--- config.mk ---
export PLATFORM = sky130hd
export DESIGN_NAME = bounded_deque_with_value_removal
export DESIGN_NICKNAME = d
export VERILOG_FILES = /design/src/sv/bdq_pkg.sv /design/src/sv/bounded_deque_with_value_removal.sv /design/src/sv/bdq_ram.sv
export SDC_FILE = /design/constraint.sdc
export NUM_CORES = 1
export LEC_CHECK = 0
export ABC_AREA = 1
export BUFFER_PORTS_ARGS = -buffer_cell sky130_fd_sc_hd__buf_2
export CORE_ASPECT_RATIO = 1.5
export CORE_MARGIN = 8
export CORE_UTILIZATION = 62
export CTS_CLUSTER_DIAMETER = 200
export DETAILED_ROUTE_END_ITERATION = 8
export PLACE_DENSITY_LB_ADDON = 0.3
export SLEW_MARGIN = 20
export SYNTH_ARGS = -nofsm -noshare
export SYNTH_HDL_FRONTEND = slang
export SYNTH_HIERARCHICAL = 1
export SYNTH_SLANG_ARGS = --single-unit
--- constraint.sdc ---
create_clock -name clk -period 4.94 [get_ports clk]
set_input_delay 0.494 -clock clk [delete_from_list [all_inputs] [get_ports clk]]
set_output_delay 0.494 -clock clk [all_outputs]
set_load 0.05 [all_outputs]
--- src/sv/bdq_pkg.sv ---
// ----------------------------------------------------------------------------
// bdq_pkg
// Shared types and constants for the bounded deque with value removal.
// ----------------------------------------------------------------------------
package bdq_pkg;

  localparam int DEPTH_DEFAULT = 16;
  localparam int VALUE_W       = 32;
  localparam int COUNT_W       = 5;

  typedef enum logic [2:0] {
    REQ_PUSH_FRONT = 3'd0,
    REQ_PUSH_BACK  = 3'd1,
    REQ_POP_FRONT  = 3'd2,
    REQ_POP_BACK   = 3'd3,
    REQ_REMOVE     = 3'd4
  } req_t;

  typedef enum logic [1:0] {
    ST_DONE      = 2'd0,
    ST_FULL      = 2'd1,
    ST_EMPTY     = 2'd2,
    ST_NOT_FOUND = 2'd3
  } status_t;

endpackage

--- src/sv/bounded_deque_with_value_removal.sv ---
// ----------------------------------------------------------------------------
// bounded_deque_with_value_removal
// Double-ended queue of signed 32-bit words in a circular RAM with a head
// index and a count; push/pop at either end and removal of the first match.
// ----------------------------------------------------------------------------
// Requests are taken when start is high and busy is low; each request gives
// one result, shown for one cycle with done high. The receiver cannot stall,
// so capture the result in that cycle. Pops read the new end word from the
// RAM, whose read data is registered; pushes, and pops that empty the queue,
// need no read. A value removal walks the queue from the front one word per
// cycle, then shifts the later words forward one per cycle and reads back
// both ends, unless the removal empties the queue. The walk stops at the
// last word when no match is found, and an empty queue gives ST_EMPTY with
// no walk. No clearing pass follows reset.
module bounded_deque_with_value_removal
  import bdq_pkg::*;
#(
  parameter int DEPTH = DEPTH_DEFAULT
) (
  input  logic                        clk,
  input  logic                        rst,
  input  logic                        start,
  output logic                        busy,
  input  logic [2:0]                  req_type,
  input  logic signed [VALUE_W-1:0]   item_value,
  output logic                        done,
  output logic signed [VALUE_W-1:0]   front_value,
  output logic signed [VALUE_W-1:0]   back_value,
  output logic [COUNT_W-1:0]          entry_count,
  output logic                        is_empty,
  output logic [1:0]                  status
);

  localparam int AW = $clog2(DEPTH);
  localparam int CW = $clog2(DEPTH + 1);

  typedef enum logic [2:0] {
    S_IDLE,
    S_SEARCH,
    S_SHIFT,
    S_CAPF,
    S_CAPB
  } state_t;

  state_t              state;
  logic [AW-1:0]       head;
  logic [CW-1:0]       count;
  logic [CW-1:0]       pos;
  logic                both;
  logic [VALUE_W-1:0]  front;
  logic [VALUE_W-1:0]  back;
  logic [VALUE_W-1:0]  val;
  status_t             status_q;

  logic                we;
  logic [AW-1:0]       waddr;
  logic [AW-1:0]       raddr;
  logic [VALUE_W-1:0]  wdata;
  logic [VALUE_W-1:0]  rdata;
  logic                full;
  logic                accept;
  logic [AW-1:0]       head_dec;

  // physical slot of a logical position, sum stays below twice the depth
  function automatic logic [AW-1:0] slot(input logic [AW-1:0] h,
                                         input logic [CW-1:0] p);
    logic [AW:0] s;
    s = (AW+1)'(h) + (AW+1)'(p);
    if (s >= (AW+1)'(DEPTH)) begin
      s = s - (AW+1)'(DEPTH);
    end
    return s[AW-1:0];
  endfunction

  assign full     = (count == CW'(DEPTH));
  assign accept   = start && (state == S_IDLE);
  assign busy     = (state != S_IDLE);
  assign head_dec = (head == '0) ? AW'(DEPTH - 1) : head - AW'(1);

  bdq_ram #(
    .WIDTH (VALUE_W),
    .DEPTH (DEPTH)
  ) u_ram (
    .clk   (clk),
    .we    (we),
    .waddr (waddr),
    .wdata (wdata),
    .raddr (raddr),
    .rdata (rdata)
  );

  // ram port control
  always_comb begin
    we    = 1'b0;
    waddr = head;
    wdata = item_value;
    raddr = head;
    unique case (state)
      S_IDLE: begin
        if (accept) begin
          unique case (req_type)
            REQ_PUSH_FRONT: begin
              we    = !full;
              waddr = head_dec;
            end
            REQ_PUSH_BACK: begin
              we    = !full;
              waddr = slot(head, count);
            end
            REQ_POP_FRONT: begin
              raddr = slot(head, CW'(1));
            end
            REQ_POP_BACK: begin
              if (count > CW'(1)) begin
                raddr = slot(head, count - CW'(2));
              end
            end
            default: begin
              raddr = head;
            end
          endcase
        end
      end
      S_SEARCH: begin
        raddr = slot(head, pos + CW'(1));
      end
      S_SHIFT: begin
        if (pos + CW'(1) < count) begin
          we    = 1'b1;
          waddr = slot(head, pos);
          wdata = rdata;
          raddr = slot(head, pos + CW'(2));
        end
      end
      S_CAPF: begin
        if (count != '0) begin
          raddr = slot(head, count - CW'(1));
        end
      end
      S_CAPB: begin
        raddr = head;
      end
      default: begin
        raddr = head;
      end
    endcase
  end

  always_ff @(posedge clk) begin
    if (rst) begin
      state <= S_IDLE;
      head  <= '0;
      count <= '0;
      done  <= 1'b0;
    end else begin
      done <= 1'b0;
      unique case (state)
        S_IDLE: begin
          if (accept) begin
            val      <= item_value;
            status_q <= ST_DONE;
            unique case (req_type)
              REQ_PUSH_FRONT: begin
                done <= 1'b1;
                if (full) begin
                  status_q <= ST_FULL;
                end else begin
                  head  <= head_dec;
                  count <= count + CW'(1);
                  front <= item_value;
                  if (count == '0) begin
                    back <= item_value;
                  end
                end
              end
              REQ_PUSH_BACK: begin
                done <= 1'b1;
                if (full) begin
                  status_q <= ST_FULL;
                end else begin
                  count <= count + CW'(1);
                  back  <= item_value;
                  if (count == '0) begin
                    front <= item_value;
                  end
                end
              end
              REQ_POP_FRONT: begin
                if (count == '0) begin
                  status_q <= ST_EMPTY;
                  done     <= 1'b1;
                end else begin
                  head  <= slot(head, CW'(1));
                  count <= count - CW'(1);
                  both  <= 1'b0;
                  if (count == CW'(1)) begin
                    done <= 1'b1;
                  end else begin
                    state <= S_CAPF;
                  end
                end
              end
              REQ_POP_BACK: begin
                if (count == '0) begin
                  status_q <= ST_EMPTY;
                  done     <= 1'b1;
                end else begin
                  count <= count - CW'(1);
                  if (count == CW'(1)) begin
                    done <= 1'b1;
                  end else begin
                    state <= S_CAPB;
                  end
                end
              end
              REQ_REMOVE: begin
                if (count == '0) begin
                  status_q <= ST_EMPTY;
                  done     <= 1'b1;
                end else begin
                  pos   <= '0;
                  both  <= 1'b1;
                  state <= S_SEARCH;
                end
              end
              default: begin
                done <= 1'b1;
              end
            endcase
          end
        end
        S_SEARCH: begin
          // rdata holds the word at logical position pos
          if (rdata == val) begin
            state <= S_SHIFT;
          end else if (pos == count - CW'(1)) begin
            status_q <= ST_NOT_FOUND;
            done     <= 1'b1;
            state    <= S_IDLE;
          end else begin
            pos <= pos + CW'(1);
          end
        end
        S_SHIFT: begin
          if (pos + CW'(1) < count) begin
            pos <= pos + CW'(1);
          end else begin
            count <= count - CW'(1);
            if (count == CW'(1)) begin
              done  <= 1'b1;
              state <= S_IDLE;
            end else begin
              state <= S_CAPF;
            end
          end
        end
        S_CAPF: begin
          front <= rdata;
          if (both) begin
            state <= S_CAPB;
          end else begin
            done  <= 1'b1;
            state <= S_IDLE;
          end
        end
        S_CAPB: begin
          back  <= rdata;
          done  <= 1'b1;
          state <= S_IDLE;
        end
        default: begin
          state <= S_IDLE;
        end
      endcase
    end
  end

  assign is_empty    = (count == '0);
  assign front_value = is_empty ? '0 : front;
  assign back_value  = is_empty ? '0 : back;
  assign entry_count = COUNT_W'(count);
  assign status      = status_q;

endmodule

--- src/sv/bdq_ram.sv ---
// ----------------------------------------------------------------------------
// bdq_ram
// Generic simple dual-port RAM: one write port, one read port with
// registered read data.
// ----------------------------------------------------------------------------
module bdq_ram #(
  parameter int WIDTH = 32,
  parameter int DEPTH = 16
) (
  input  logic                     clk,
  input  logic                     we,
  input  logic [$clog2(DEPTH)-1:0] waddr,
  input  logic [WIDTH-1:0]         wdata,
  input  logic [$clog2(DEPTH)-1:0] raddr,
  output logic [WIDTH-1:0]         rdata
);

  logic [WIDTH-1:0] mem [DEPTH];

  always_ff @(posedge clk) begin
    if (we) begin
      mem[waddr] <= wdata;
    end
    rdata <= mem[raddr];
  end

endmodule

==> results.md <==
- CP cell instances: ha_1, nand2_1, inv_1, nand2_1, xor2_1, inv_1, ha_1, nand2_1, o21a_1, nand2_2, nand2_1, o22ai_1, nor2_1, nand4_1, buf_12, buf_12, nand2_1, nand2_1, nand2_1, nand3_1, nand3_1, nand2_1
- Crit path top cell by count: nand2_1
- R2R Path Start: pos[0]$_SDFFCE_PN0P_
- Family with the most delay on the worst path: simple AND/OR/NAND/NOR gates
- Post-synthesis sequential area ratio: 63.5%
- I/O Pins: 112
- Antenna violations before repair: 0
- Switch Pwr: 9930 uW
- Crit path launch: pos[0]$_SDFFCE_PN0P_
- Setup Skew: 0.0304 ns
- Worst hold path class: in2reg
- Row Count: between 90 and 100
- Cell internal pwr: 12700 uW
- Post-DP HPWL: 49.8 mm
- Largest net degree at the start of global routing: 129
- IO buf count: 111
- Slowest-stage cell, CP: edfxtp_1
- Setup TNS: 0 ns
- Cell area after layout: 34200 um2
- Status: completed
- Layout cells sized above 1: 10.4%
- CP max FO: 81
- DRC violations left: 0
- PD cells: 660 nW/um2
- Max-cap violations: 0
- Sequential share of power: between 30% and 40%
- Min-delay src: item_value[31]
- First-pass GRT wire length: 123 mm
- R2R setup slack: 0.70 ns
- Vias per cell: 5.61
- Post-Syn Instances: ~3100
- Top layer reached by signal wires: met4
- RePlAce Congestion: 0.986
- Core Footprint: 48700 um2
- Area post-placement: about 32000 um2
- Clock Latency Late Sink: ~0.63 ns
- Post-Place Worst Slack: 0.777 ns
- Worst EP arrival: 4.77 ns
- # diodes: 0
- Post-CTS setup buffers: 0
- Die width: slightly below 200 um
- Vias in the first global route: around 21000
- Leakage power: 0.0152 uW
- CTS Buf Count: 58
- Final WS setup: 0.703 ns
- Async SR Flop Fraction: 0%
- Slew Limit Headroom: ~26%
- WL/cell: about 21 um
- Cells after DPL: around 3900
- Worst path max stage delay: 0.49 ns
- DIE AREA: 56800 um2
- Post-CTS sizing: 0
- Total GRT Usage: 28.5%
- Wire length on met1: 29.4 mm
- Unrepaired setup endpoints after global routing: false
- Final Util: 70.3%
- Synth area leaders: edfxtp_1 61%, nand2_1 12%, nand3_1 6.8%, inv_1 6.8%, dfxtp_1 2.9%
- DR pass1 iterations: 6
- CTS tree: yes
- DR vias: 22210
- Startpoint types: register
- Syn Nets: about 3200
- Count leader, synth: nand2_1
- Synth cell types: 50
- Number of DRC markers in iteration 0: 2516
- Clock share of power: 21.7%
- Fin. max-slew vios: 0
- Met3 wire len: ~7.1 mm
- Post-layout nets: between 3000 and 4000
- Synth Register Bits: 661
- Synthesis Warnings: 6
- Kind of critical path: reg2reg
- Cts hold-fix bufs: 0
- Commonest cells post-synth: 993 x nand2_1, 616 x edfxtp_1, 557 x inv_1
- CTS clk-pin slew, worst paths: about 0.060 ns
- Post-route ant nets: 0
- EDFF count, synth: between 600 and 700
- Synth area leader: edfxtp_1
- Post-Syn Area per Cell: between 9 and 10 um2
- Clock tree sinks: 661
- Sw Share: 44.0%
- Clock buffer depth: 3
- Worst path buffer plus inverter count: 4
- Peak supply drop: 660 uV
- CP Capture Type: register
- Die Y: 288 um
- Met2 wire len: 40.4 mm
- Final setup fails: 0
- Crit path time final: 4.24 ns
- Layout area overhead: 11.9%
- Wirelength, routed: 81.3 mm
- Post-route insts no fill: 3962
- Slew @ Worst Pin: around 1.1 ns
- Final worst path period share: a little under nine tenths
- Post-synth top area share: roughly three fifths
- Initial Utilization: 62.8%
- Mapped cell area: 30600 um2
- Comb pwr share: 45.7%
- Top FF cell, synth: edfxtp_1
- Worst Path Required: approximately 5.5 ns
- Endpoints failing hold: 0
- Clock root buffer: clkbuf_16
- H-tree depth: 2
- Congestion Overflow GR: 0
- Fmax: 236 MHz
## area by class of cell
class / count / area (um2)
sequential: 661 / 19400
timing repair buffer: 187 / 1400
clock inverter: 39 / 538
fill: 3529 / 14500
clock buffer: 70 / 1550
tap: 656 / 821
multi-input combinational: 1773 / 8330
inverter: 576 / 2180
## registers in the layout, summed over array words and instances, names as in the netlist
register     count
back            32
both             1
val             32
u_ram/rdata     32
front           32
status           2
pos              5
state            3
head             4
entry_count      5
u_ram/mem      512
done             1
## worst register-to-register path, cell delays in order, from the launching register on
cell      delay (ns)
edfxtp_1        0.49
ha_1            0.26
nand2_1         0.06
inv_1           0.06
nand2_1         0.08
xor2_1          0.20
inv_1           0.07
ha_1            0.29
nand2_1         0.06
o21a_1          0.19
nand2_2         0.22
nand2_1         0.15
o22ai_1         0.20
nor2_1          0.06
nand4_1         0.30
buf_12          0.39
buf_12          0.42
nand2_1         0.16
nand2_1         0.10
nand2_1         0.06
nand3_1         0.13
nand3_1         0.10
nand2_1         0.11
## logic make-up (layout without fill, tap and decap cells)
family	Yosys count	count (layout)	share of synthesized area [%]
flip-flops	661	661	63.5
AND/OR/NAND/NOR	1522	1522	20.9
buffers and inverters	713	872	9.90
adder cells (fa/ha/maj)	35	35	1.58
XOR/XNOR	30	30	0.884
multiplexers	1	1	0.0368
AO/OA/AOI/OAI	185	185	3.25
## final timing paths
path,end,cells after the start
setup / recovery,u_ram/rdata[28]$_DFF_P_,22
hold / removal,val[31]$_DFFE_PP_,1
setup reg to reg,u_ram/rdata[28]$_DFF_P_,22
hold reg to reg,head[2]$_SDFFE_PP0P_,3
## power groups by stage
stage / clock network [uW] / logic [uW] / registers (uW)
6_report: 4910 / 10300 / 7360
5_1_grt: 5150 / 11200 / 7390
4_1_cts: 4960 / 10300 / 7350
3_5_place_dp: 0 / 10100 / 7470
3_3_place_gp: 0 / 9910 / 7450
2_1_floorplan: 0 / 7350 / 7420
## per-layer routing
layer	vias up	GRT usage, %
li1	10339	-
met2	1155	48.6
met4	0	15.2
met1	10471	35.3
met3	245	3.16
met5	-	0
## stage by stage
step | power (uW) | hold WS, ns
floorplan | 14800 | 0.563
global placement | 17400 | 0.627
detailed placement | 17600 | 0.636
CTS | 22600 | 0.0752
global route | 23800 | 0.0874
finish | 22600 | 0.0982
## cells in the final DEF, fill, tap and decap left out, drive strengths merged, types with 2 or more instances in the layout
master    netlist  layout
clkinvlp        0       6
dfxtp          45      45
o21a            2       2
edfxtp        616     616
a21oi          31      31
nand3b          4       4
o22ai           2       2
clkbuf         30      70
o211ai          7       7
nand3         419     419
a311oi          2       2
nor2           83      83
xor2           11      11
nand4           5       5
a31oi           2       2
ha             29      29
inv           574     577
nand2        1000    1000
or2             3       3
xnor2          19      19
clkinv          2      21
nor3            8       8
buf           107     187
bufinv          0      11
a211oi          3       3
fa              6       6
o21ai         130     130
No activity file was read; power rests on OpenSTA's default activity.
